### src/hw/rtl/msq_pkg.sv
// Shared types and constants of the modem message sequencer.
// Used by every module of the block; depends on nothing.
`default_nettype none

package msq_pkg;

	// Event codes carried by the mode field of an input item.
	typedef enum logic [1:0] {
		MODE_TICK    = 2'd0,
		MODE_ENQUEUE = 2'd1,
		MODE_OK      = 2'd2,
		MODE_ERR     = 2'd3
	} mode_e;

	// Command codes of a result item.
	typedef enum logic [2:0] {
		CMD_NONE    = 3'd0,
		CMD_SEND    = 3'd1,
		CMD_READ    = 3'd2,
		CMD_DELETE  = 3'd3,
		CMD_SENT_OK = 3'd4,
		CMD_FAILED  = 3'd5
	} cmd_e;

	// Line status codes.
	typedef enum logic [1:0] {
		LINE_IDLE   = 2'd0,
		LINE_BUSY   = 2'd1,
		LINE_HALTED = 2'd2
	} line_e;

	// Sequencer phase, one-hot.
	typedef enum logic [3:0] {
		PH_REST = 4'b0001,
		PH_SEND = 4'b0010,
		PH_READ = 4'b0100,
		PH_DEL  = 4'b1000
	} phase_e;

	// Configuration register indexes.
	typedef enum logic [2:0] {
		REG_IDLE_THRESHOLD     = 3'd0,
		REG_SEND_ATTEMPT_LIMIT = 3'd1,
		REG_HALT_FAIL_LIMIT    = 3'd2,
		REG_REST_SECONDS       = 3'd3,
		REG_SEND_TIMEOUT       = 3'd4,
		REG_READ_TIMEOUT       = 3'd5,
		REG_DELETE_TIMEOUT     = 3'd6
	} reg_idx_e;

	localparam int unsigned CFG_IDX_W  = 3;
	localparam int unsigned CFG_DATA_W = 8;
	localparam int unsigned ID_W       = 16;

	localparam logic [7:0] RST_IDLE_THRESHOLD     = 8'd5;
	localparam logic [3:0] RST_SEND_ATTEMPT_LIMIT = 4'd2;
	localparam logic [3:0] RST_HALT_FAIL_LIMIT    = 4'd2;
	localparam logic [7:0] RST_REST_SECONDS       = 8'd5;
	localparam logic [7:0] RST_SEND_TIMEOUT       = 8'd10;
	localparam logic [7:0] RST_READ_TIMEOUT       = 8'd15;
	localparam logic [7:0] RST_DELETE_TIMEOUT     = 8'd5;

	localparam logic [7:0] SAT8_MAX = 8'hFF;
	localparam logic [3:0] SAT4_MAX = 4'hF;

	typedef struct packed {
		logic [7:0] idle_threshold;
		logic [3:0] send_attempt_limit;
		logic [3:0] halt_fail_limit;
		logic [7:0] rest_seconds;
		logic [7:0] send_timeout;
		logic [7:0] read_timeout;
		logic [7:0] delete_timeout;
	} cfg_t;

	// Queue operation requested by the controller.
	typedef struct packed {
		logic            push;
		logic            pop;
		logic [ID_W-1:0] push_id;
	} q_op_t;

	// Queue status seen by the controller.
	typedef struct packed {
		logic            nonempty;
		logic            full;
		logic            busy_next;
		logic [ID_W-1:0] front_id;
	} q_stat_t;

	typedef struct packed {
		cmd_e            command;
		logic [ID_W-1:0] command_id;
		logic [7:0]      delete_slot;
		logic [7:0]      received_count;
		line_e           line_status;
		logic            dropped;
	} result_t;

endpackage

`default_nettype wire

### src/hw/rtl/modem_message_sequencer_unit.sv
// Top level of the modem message sequencer: input stage, result register and
// configuration registers. Depends on msq_pkg, msq_send_queue and msq_ctrl.
//
// Channel   Direction  Handshake              Carries
// in        to block   in_valid / in_ready    mode, message_id, list_count
// out       from block out_valid / out_ready  command, command_id, delete_slot,
//                                             received_count, line_status, dropped
// cfg       to block   cfg_valid / cfg_ready  cfg_index, cfg_data
//
// Every input item gives exactly one result item. An accepted item is held in the
// input stage and is then worked into the result register, which drives the
// output; one item can be taken every cycle while out_ready is held high.
// The front of the send queue is prefetched from the queue memory's registered
// read port, which is what lets a pop and its id fit in the same cycle.
// When the result register holds an untaken item, the input stage holds too and
// in_ready falls only while both hold an item and the result is not taken. Reset
// clears all control state and loads the register defaults; the queue memory
// needs no clearing pass.
`default_nettype none

module modem_message_sequencer_unit #(
	parameter int unsigned QUEUE_DEPTH = 16
) (
	input  wire logic        clk,
	input  wire logic        arst_n,

	input  wire logic        in_valid,
	output logic             in_ready,
	input  wire logic [1:0]  mode,
	input  wire logic [15:0] message_id,
	input  wire logic [7:0]  list_count,

	output logic             out_valid,
	input  wire logic        out_ready,
	output logic [2:0]       command,
	output logic [15:0]      command_id,
	output logic [7:0]       delete_slot,
	output logic [7:0]       received_count,
	output logic [1:0]       line_status,
	output logic             dropped,

	input  wire logic        cfg_valid,
	output logic             cfg_ready,
	input  wire logic [2:0]  cfg_index,
	input  wire logic [7:0]  cfg_data
);

	// Configuration registers. Writes are always accepted.
	msq_pkg::cfg_t cfg_q;

	always_ff @(posedge clk or negedge arst_n) begin
		if (!arst_n) begin
			cfg_q.idle_threshold     <= msq_pkg::RST_IDLE_THRESHOLD;
			cfg_q.send_attempt_limit <= msq_pkg::RST_SEND_ATTEMPT_LIMIT;
			cfg_q.halt_fail_limit    <= msq_pkg::RST_HALT_FAIL_LIMIT;
			cfg_q.rest_seconds       <= msq_pkg::RST_REST_SECONDS;
			cfg_q.send_timeout       <= msq_pkg::RST_SEND_TIMEOUT;
			cfg_q.read_timeout       <= msq_pkg::RST_READ_TIMEOUT;
			cfg_q.delete_timeout     <= msq_pkg::RST_DELETE_TIMEOUT;
		end else if (cfg_valid) begin
			unique case (msq_pkg::reg_idx_e'(cfg_index))
				msq_pkg::REG_IDLE_THRESHOLD:     cfg_q.idle_threshold     <= cfg_data;
				msq_pkg::REG_SEND_ATTEMPT_LIMIT: cfg_q.send_attempt_limit <= cfg_data[3:0];
				msq_pkg::REG_HALT_FAIL_LIMIT:    cfg_q.halt_fail_limit    <= cfg_data[3:0];
				msq_pkg::REG_REST_SECONDS:       cfg_q.rest_seconds       <= cfg_data;
				msq_pkg::REG_SEND_TIMEOUT:       cfg_q.send_timeout       <= cfg_data;
				msq_pkg::REG_READ_TIMEOUT:       cfg_q.read_timeout       <= cfg_data;
				msq_pkg::REG_DELETE_TIMEOUT:     cfg_q.delete_timeout     <= cfg_data;
				default: begin
					// Indexes past the register list are ignored.
				end
			endcase
		end
	end

	assign cfg_ready = 1'b1;

	// Input stage. The item in it is worked off in the cycle the result
	// register can take its result.
	logic                     valid_s1;
	logic [1:0]               mode_s1;
	logic [15:0]              message_id_s1;
	logic [7:0]               list_count_s1;
	logic                     out_valid_q;
	logic                     proc;
	msq_pkg::result_t         res_d;
	msq_pkg::result_t         result_q;
	msq_pkg::q_op_t           qop;
	msq_pkg::q_stat_t         qstat;

	assign proc     = valid_s1 && (!out_valid_q || out_ready);
	assign in_ready = !valid_s1 || proc;

	always_ff @(posedge clk or negedge arst_n) begin
		if (!arst_n) begin
			valid_s1 <= 1'b0;
		end else if (in_ready) begin
			valid_s1 <= in_valid;
		end
	end

	always_ff @(posedge clk) begin
		if (in_ready && in_valid) begin
			mode_s1       <= mode;
			message_id_s1 <= message_id;
			list_count_s1 <= list_count;
		end
	end

	msq_send_queue #(
		.DEPTH(QUEUE_DEPTH)
	) u_queue (
		.clk            (clk),
		.arst_n         (arst_n),
		.op             (qop),
		.idle_threshold (cfg_q.idle_threshold),
		.stat           (qstat)
	);

	msq_ctrl u_ctrl (
		.clk        (clk),
		.arst_n     (arst_n),
		.proc       (proc),
		.mode       (mode_s1),
		.message_id (message_id_s1),
		.list_count (list_count_s1),
		.cfg        (cfg_q),
		.qstat      (qstat),
		.qop        (qop),
		.res        (res_d)
	);

	// Result register: loads when an item is worked off, empties when taken.
	always_ff @(posedge clk or negedge arst_n) begin
		if (!arst_n) begin
			out_valid_q <= 1'b0;
		end else if (proc) begin
			out_valid_q <= 1'b1;
		end else if (out_ready) begin
			out_valid_q <= 1'b0;
		end
	end

	always_ff @(posedge clk) begin
		if (proc) begin
			result_q <= res_d;
		end
	end

	assign out_valid      = out_valid_q;
	assign command        = result_q.command;
	assign command_id     = result_q.command_id;
	assign delete_slot    = result_q.delete_slot;
	assign received_count = result_q.received_count;
	assign line_status    = result_q.line_status;
	assign dropped        = result_q.dropped;

endmodule

`default_nettype wire

### src/hw/rtl/msq_send_queue.sv
// Ring queue of outgoing message ids with a first-word-fall-through front.
// Depends on msq_pkg for the queue operation and status structs.
`default_nettype none

module msq_send_queue #(
	parameter int unsigned DEPTH = 16
) (
	input  wire logic            clk,
	input  wire logic            arst_n,
	input  wire msq_pkg::q_op_t  op,
	input  wire logic [7:0]      idle_threshold,
	output msq_pkg::q_stat_t     stat
);

	localparam int unsigned AW = (DEPTH > 1) ? $clog2(DEPTH) : 1;
	localparam int unsigned CW = $clog2(DEPTH + 1);
	localparam int unsigned TW = (CW > 8) ? CW : 8;

	logic [msq_pkg::ID_W-1:0] mem [DEPTH];
	logic [msq_pkg::ID_W-1:0] rd_data_q;
	logic [msq_pkg::ID_W-1:0] byp_id_q;
	logic                     byp_use_q;

	logic [AW-1:0] head_q, tail_q, head_d, tail_d;
	logic [CW-1:0] count_q, count_d;

	function automatic logic [AW-1:0] wrap_inc(input logic [AW-1:0] ptr);
		return (ptr == AW'(DEPTH - 1)) ? '0 : ptr + 1'b1;
	endfunction

	always_comb begin
		head_d  = op.pop  ? wrap_inc(head_q) : head_q;
		tail_d  = op.push ? wrap_inc(tail_q) : tail_q;
		count_d = count_q;
		if (op.push) begin
			count_d = count_q + 1'b1;
		end else if (op.pop) begin
			count_d = count_q - 1'b1;
		end
	end

	always_ff @(posedge clk or negedge arst_n) begin
		if (!arst_n) begin
			head_q    <= '0;
			tail_q    <= '0;
			count_q   <= '0;
			byp_use_q <= 1'b0;
		end else begin
			head_q    <= head_d;
			tail_q    <= tail_d;
			count_q   <= count_d;
			// A push into an empty queue lands on the head entry, which the
			// read port sampled before the write; hold the id aside until the port has it.
			byp_use_q <= op.push && (count_q == '0);
		end
	end

	always_ff @(posedge clk) begin
		if (op.push) begin
			byp_id_q     <= op.push_id;
			mem[tail_q]  <= op.push_id;
		end
		rd_data_q <= mem[head_d];
	end

	assign stat.nonempty  = (count_q != '0);
	assign stat.full      = (count_q == CW'(DEPTH));
	assign stat.busy_next = (TW'(count_d) >= TW'(idle_threshold));
	assign stat.front_id  = byp_use_q ? byp_id_q : rd_data_q;

endmodule

`default_nettype wire

### src/hw/rtl/msq_ctrl.sv
// Phase, timer and counter logic of the sequencer, one event per cycle while proc is high.
// Depends on msq_pkg for codes, the configuration and the queue structs.
`default_nettype none

module msq_ctrl (
	input  wire logic                      clk,
	input  wire logic                      arst_n,
	input  wire logic                      proc,
	input  wire logic [1:0]                mode,
	input  wire logic [msq_pkg::ID_W-1:0]  message_id,
	input  wire logic [7:0]                list_count,
	input  wire msq_pkg::cfg_t             cfg,
	input  wire msq_pkg::q_stat_t          qstat,
	output msq_pkg::q_op_t                 qop,
	output msq_pkg::result_t               res
);

	msq_pkg::phase_e           phase_q, phase_d;
	logic [7:0]                elapsed_q, elapsed_d, elapsed_inc;
	logic [msq_pkg::ID_W-1:0]  current_id_q, current_id_d;
	logic [3:0]                attempts_q, attempts_d, attempts_inc;
	logic [3:0]                failed_run_q, failed_run_d;
	logic [7:0]                list_total_q, list_total_d;
	logic [7:0]                delete_pos_q, delete_pos_d, delete_pos_inc;

	assign elapsed_inc    = (elapsed_q == msq_pkg::SAT8_MAX) ? elapsed_q : elapsed_q + 1'b1;
	assign attempts_inc   = (attempts_q == msq_pkg::SAT4_MAX) ? attempts_q : attempts_q + 1'b1;
	assign delete_pos_inc = (delete_pos_q == msq_pkg::SAT8_MAX) ? delete_pos_q
		: delete_pos_q + 1'b1;

	always_comb begin
		phase_d      = phase_q;
		elapsed_d    = elapsed_q;
		current_id_d = current_id_q;
		attempts_d   = attempts_q;
		failed_run_d = failed_run_q;
		list_total_d = list_total_q;
		delete_pos_d = delete_pos_q;

		qop.push    = 1'b0;
		qop.pop     = 1'b0;
		qop.push_id = message_id;

		res.command        = msq_pkg::CMD_NONE;
		res.command_id     = '0;
		res.delete_slot    = '0;
		res.received_count = '0;
		res.dropped        = 1'b0;

		if (proc) begin
			unique case (msq_pkg::mode_e'(mode))
				msq_pkg::MODE_TICK: begin
					elapsed_d = elapsed_inc;
					unique case (phase_q)
						msq_pkg::PH_REST: begin
							if (qstat.nonempty) begin
								qop.pop        = 1'b1;
								current_id_d   = qstat.front_id;
								attempts_d     = attempts_inc;
								phase_d        = msq_pkg::PH_SEND;
								elapsed_d      = '0;
								res.command    = msq_pkg::CMD_SEND;
								res.command_id = qstat.front_id;
							end else if (elapsed_inc >= cfg.rest_seconds) begin
								phase_d     = msq_pkg::PH_READ;
								elapsed_d   = '0;
								res.command = msq_pkg::CMD_READ;
							end
						end
						msq_pkg::PH_SEND: begin
							if (elapsed_inc >= cfg.send_timeout) begin
								attempts_d     = attempts_inc;
								elapsed_d      = '0;
								res.command    = msq_pkg::CMD_SEND;
								res.command_id = current_id_q;
							end
						end
						msq_pkg::PH_READ: begin
							if (elapsed_inc >= cfg.read_timeout) begin
								phase_d   = msq_pkg::PH_REST;
								elapsed_d = '0;
							end
						end
						msq_pkg::PH_DEL: begin
							if (elapsed_inc >= cfg.delete_timeout) begin
								phase_d   = msq_pkg::PH_REST;
								elapsed_d = '0;
							end
						end
						default: begin
							phase_d = msq_pkg::PH_REST;
						end
					endcase
				end
				msq_pkg::MODE_ENQUEUE: begin
					if (qstat.full) begin
						res.dropped = 1'b1;
					end else begin
						qop.push = 1'b1;
					end
				end
				msq_pkg::MODE_OK: begin
					unique case (phase_q)
						msq_pkg::PH_SEND: begin
							res.command    = msq_pkg::CMD_SENT_OK;
							res.command_id = current_id_q;
							attempts_d     = '0;
							failed_run_d   = '0;
							phase_d        = msq_pkg::PH_REST;
							elapsed_d      = '0;
						end
						msq_pkg::PH_READ: begin
							list_total_d       = list_count;
							res.received_count = list_count;
							elapsed_d          = '0;
							if (list_count != '0) begin
								delete_pos_d = '0;
								phase_d      = msq_pkg::PH_DEL;
								res.command  = msq_pkg::CMD_DELETE;
							end else begin
								phase_d = msq_pkg::PH_REST;
							end
						end
						msq_pkg::PH_DEL: begin
							delete_pos_d = delete_pos_inc;
							elapsed_d    = '0;
							if (delete_pos_inc < list_total_q) begin
								res.command     = msq_pkg::CMD_DELETE;
								res.delete_slot = delete_pos_inc;
							end else begin
								phase_d = msq_pkg::PH_REST;
							end
						end
						default: begin
						end
					endcase
				end
				msq_pkg::MODE_ERR: begin
					unique case (phase_q)
						msq_pkg::PH_SEND: begin
							elapsed_d      = '0;
							res.command_id = current_id_q;
							if (attempts_q >= cfg.send_attempt_limit) begin
								res.command  = msq_pkg::CMD_FAILED;
								attempts_d   = '0;
								failed_run_d = (failed_run_q == msq_pkg::SAT4_MAX)
									? failed_run_q : failed_run_q + 1'b1;
								phase_d      = msq_pkg::PH_REST;
							end else begin
								attempts_d  = attempts_inc;
								res.command = msq_pkg::CMD_SEND;
							end
						end
						msq_pkg::PH_READ: begin
							phase_d   = msq_pkg::PH_REST;
							elapsed_d = '0;
						end
						msq_pkg::PH_DEL: begin
							elapsed_d       = '0;
							res.command     = msq_pkg::CMD_DELETE;
							res.delete_slot = delete_pos_q;
						end
						default: begin
						end
					endcase
				end
				default: begin
				end
			endcase
		end

		// Status reflects the state after this event.
		if (failed_run_d >= cfg.halt_fail_limit) begin
			res.line_status = msq_pkg::LINE_HALTED;
		end else if (qstat.busy_next) begin
			res.line_status = msq_pkg::LINE_BUSY;
		end else begin
			res.line_status = msq_pkg::LINE_IDLE;
		end
	end

	always_ff @(posedge clk or negedge arst_n) begin
		if (!arst_n) begin
			phase_q      <= msq_pkg::PH_REST;
			elapsed_q    <= '0;
			current_id_q <= '0;
			attempts_q   <= '0;
			failed_run_q <= '0;
			list_total_q <= '0;
			delete_pos_q <= '0;
		end else begin
			phase_q      <= phase_d;
			elapsed_q    <= elapsed_d;
			current_id_q <= current_id_d;
			attempts_q   <= attempts_d;
			failed_run_q <= failed_run_d;
			list_total_q <= list_total_d;
			delete_pos_q <= delete_pos_d;
		end
	end

endmodule

`default_nettype wire

### config.mk
export PLATFORM = sky130hd
export DESIGN_NAME = modem_message_sequencer_unit
export DESIGN_NICKNAME = d
export VERILOG_FILES = /design/src/hw/rtl/msq_pkg.sv /design/src/hw/rtl/modem_message_sequencer_unit.sv /design/src/hw/rtl/msq_send_queue.sv /design/src/hw/rtl/msq_ctrl.sv
export SDC_FILE = /design/constraint.sdc
export NUM_CORES = 1
export LEC_CHECK = 0
export ABC_CLOCK_PERIOD_IN_PS = 10700
export BUFFER_PORTS_ARGS = -buffer_cell sky130_fd_sc_hd__buf_2
export CAP_MARGIN = 0
export CORE_MARGIN = 2
export CORE_UTILIZATION = 55
export CTS_CLUSTER_DIAMETER = 120
export CTS_CLUSTER_SIZE = 16
export DETAILED_ROUTE_END_ITERATION = 8
export HOLD_SLACK_MARGIN = 0.12
export PLACE_DENSITY_LB_ADDON = 0.05
export SYNTH_ARGS = -nofsm -noshare
export SYNTH_HDL_FRONTEND = slang
export SYNTH_SLANG_ARGS = --single-unit
### constraint.sdc
create_clock -name clk -period 10.7 [get_ports clk]
set_input_delay 0.535 -clock clk [delete_from_list [all_inputs] [get_ports clk]]
set_output_delay 0.535 -clock clk [all_outputs]
set_load 0.05 [all_outputs]
==> summary.md <==
| Metric | Value |
|---|---|
| Status | `complete, no violations` |
| Hold Vio Cnt, Final | `0` |
| Area contributors post-synth | `edfxtp_1, dfrtp_1, ha_1` |
| Clock tree buffer depth | `3` |
| First-pass DRT Iterations | `6` |
| Max-cap violations | `0` |
| RSZ-0062 raised after global routing | `false` |
| Seq/Total Area, Yosys | `0.674` |
| Overflow after GRT | `0` |
| Footprint of the multi-input gates | `5970 um^2` |
| Root buf cell | `clkbuf_16` |
| Tightest Pin Transition | `1.23 ns` |
| HPWL Detailed | `28500 um` |
| Die area | `37500 um^2` |
| Placed cell area | `20700 um^2` |
| Post-Syn Instances | `1426` |
| Clock Latency Late Sink | `0.55 ns` |
| Yosys reg bits | `468` |
| Gr usage total | `0.243` |
| R2R depth | `8` |
| Proportion of layout cells with a drive suffix above 1 | `0.160` |
| Critical path, cell by cell | `nor2_1, nand3_1, o31ai_1, and2_4, clkinv_2, nor2_1, a221o_1, o21ai_1` |
| CP Max Fanout | `66` |
| Fin crit period | `4.73 ns` |
| Worst Setup Path Type | `reg -> reg` |
| Initial Util | `0.557` |
| Leakage dissipation | `8.29 nW` |
| Post-CTS sizing | `0` |
| Vias in the first global route | `11800` |
| Yosys top cell area share | `0.510` |
| Clk sinks | `468` |
| # fillers | `2738` |
| Max incr delay on CP | `1.18 ns` |
| Placed cells | `1932` |
| H-tree levels | `2` |
| CORE AREA | `35500 um^2` |
| Final Cycle Share | `0.442` |
| Worst IR Drop VDD | `166 uV` |
| Sum Neg Setup Slack | `0 ns` |
| CTS clk-pin slew, worst paths | `0.08 ns` |
| Reg2Reg Launch Point | `mode_s1[1]` |
| Startpoint Class | `register` |
| F_max | `0.211 GHz` |
| Mapped Area | `19800 um^2` |
| DRC | `0` |
| Synth area leader | `edfxtp_1` |
| Smallest setup slack after layout | `5.97 ns` |
| Routed vias | `11900` |
| Flop2flop setup slack | `5.97 ns` |
| Top cell by count, worst path | `nor2_1` |
| Worst path slowest cell | `nor2_1` |
| Initial DRC count | `819` |
| Max-slew violations | `0` |
| Buf/Inv on CP | `1` |
| Setup bufs post-CTS | `0` |
| Largest net degree at the start of global routing | `72` |
| PwrDens | `219 nW/um^2` |
| Global-route wire length before repair | `70300 um` |
| Storage cell area | `13300 um^2` |
| Synthesized net count | `1532` |
| Post-synth EDFFs | `336` |
| Worst path arrival time | `5.14 ns` |
| Synth warnings | `0` |
| Cell Count, Final, Fillers Out | `1993` |
| Reg2Reg Capture Point | `u_queue.rd_data_q[7]` |
| Slew HR | `0.176` |
| Place WS | `5.86 ns` |
| Die Wd | `194 um` |
| Via density | `5.97` |
| Antenna diode count | `0` |
| Critical Path RT | `11.12 ns` |
| Die Height | `194 um` |
| Final Cell Area | `21700 um^2` |
| FFs w/ async S/R, synth | `0.248` |
| Setup violators final | `0` |
| Top-count cell post-synth | `edfxtp_1` |
| WL/cell | `22.6 um` |
| Antenna violation net count after detailed routing | `0` |
| CTS tree | `built` |
| Commonest cells post-synth | `edfxtp_1, nand2_1, dfrtp_1` |
| Number of CTS-inserted buffers | `35` |
| Crit-path leading delay family | `simple AND/OR/NAND/NOR gates` |
| Final nets | `1614` |
| Initial antenna violation count | `0` |
| Num rows | `69` |
| Hold-fix buffers, CTS | `0` |
| Worst hold path class | `in -> async` |
| Synth Flop Type | `edfxtp_1` |
| Clock skew | `0.0262 ns` |
| Total wire length | `45100 um` |
| CP Capture Type | `register` |
| Layout area overhead | `9.74%` |
| Unique masters post-synth | `72` |
| Ports | `83` |
| Average size of a mapped cell | `13.9 um^2` |
| GPL Wtd Cong | `0.825` |
| Port Buffers | `81` |
## through the flow
step	utilization	total power, W	hold WS (ns)
2_1_floorplan	-	0.00318	0.239
3_3_place_gp	0.583	0.00353	0.461
3_5_place_dp	0.583	0.00356	0.471
4_1_cts	0.612	0.00479	0.145
5_1_grt	0.612	0.00500	0.144
6_report	0.612	0.00475	0.120
## where the power goes
part | switching, W | total, W | leakage [nW] | internal, W
Combinational | 0.000764 | 0.00120 | 3.15 | 0.000439
Sequential | 0.000151 | 0.00231 | 4.65 | 0.00216
Clock | 0.000612 | 0.00123 | 0.479 | 0.000622
## layout by cell type, fill, tap and decap left out, types with 10 or more instances in the layout
| master | count |
|---|---|
| dfxtp_1 | 16 |
| inv_1 | 62 |
| mux2_2 | 69 |
| nand2b_1 | 19 |
| clkbuf_1 | 23 |
| a221oi_1 | 32 |
| dfrtp_1 | 101 |
| a21o_1 | 16 |
| edfxtp_1 | 336 |
| nand3_1 | 33 |
| dfstp_2 | 15 |
| buf_4 | 22 |
| a22o_1 | 16 |
| buf_2 | 80 |
| a21oi_1 | 56 |
| nor2_1 | 37 |
| o21ai_0 | 79 |
| and3_1 | 12 |
| o22ai_1 | 31 |
| o21ai_1 | 29 |
| ha_1 | 64 |
| nor3_1 | 10 |
| a221o_1 | 15 |
| nand4_1 | 11 |
| mux2i_1 | 67 |
| clkbuf_16 | 35 |
| and2_1 | 12 |
| nand2_1 | 137 |
## state kept, by name, summed over array words and instances (netlist names), 16 cells and up
register,flops
cfg_q,48
command_id,16
message_id_s1,16
u_ctrl.current_id_q,16
u_queue.byp_id_q,16
u_queue.mem,256
u_queue.rd_data_q,16
## worst reg2reg max path: cells and delay by family, from the launching register on
family                 cells  cell delay [ns]
flip-flops                 1             0.61
AO/OA/AOI/OAI              3             0.61
buffers and inverters      1             0.82
AND/OR/NAND/NOR            4             2.58
## cell families (layout without fill, tap and decap cells)
group / count (synthesis) / in the layout / synth area share
buffers and inverters: 123 / 229 / 0.0276
xor gates and xnor gates: 13 / 13 / 0.00614
and+or+nand+nor: 306 / 306 / 0.0749
AOI/OAI and AO/OA: 311 / 311 / 0.101
adders and majority gates: 64 / 64 / 0.0405
DFF: 468 / 468 / 0.674
other: 1 / 1 / 0.000190
muxes: 140 / 140 / 0.0756
## routing by layer
metal / vias to the layer above / wire length (um) / track usage
li1: 5543 / - / -
met1: 6032 / 18800 / 0.318
met5: - / 0 / 0
met4: 0 / 737 / 0.0515
met3: 49 / 2010 / 0.0327
met2: 282 / 23600 / 0.434
## cell type report
| cell class | count | area share |
|---|---|---|
| Clock buffer | 58 | 0.0443 |
| Multi-Input combinational cell | 835 | 0.275 |
| Timing Repair Buffer | 102 | 0.0261 |
| Inverter | 66 | 0.0117 |
| Clock inverter | 3 | 0.00225 |
| Tap cell | 461 | 0.0266 |
| Sequential cell | 468 | 0.614 |
## worst max path at each step
stage	start	endpoint	slack, ns	cells after the start
finish	mode_s1[1]	u_queue.rd_data_q[7]	5.97	8
global route	mode_s1[1]	u_queue.rd_data_q[8]	5.55	8
CTS	mode_s1[1]	u_queue.rd_data_q[8]	5.84	8
detailed placement	mode_s1[1]	u_queue.rd_data_q[8]	5.86	8
global placement	mode_s1[1]	u_queue.rd_data_q[13]	6.17	8
floorplan	out_valid	line_status[0]	5.70	15
Note: power is estimated with default switching activity, not from simulation.
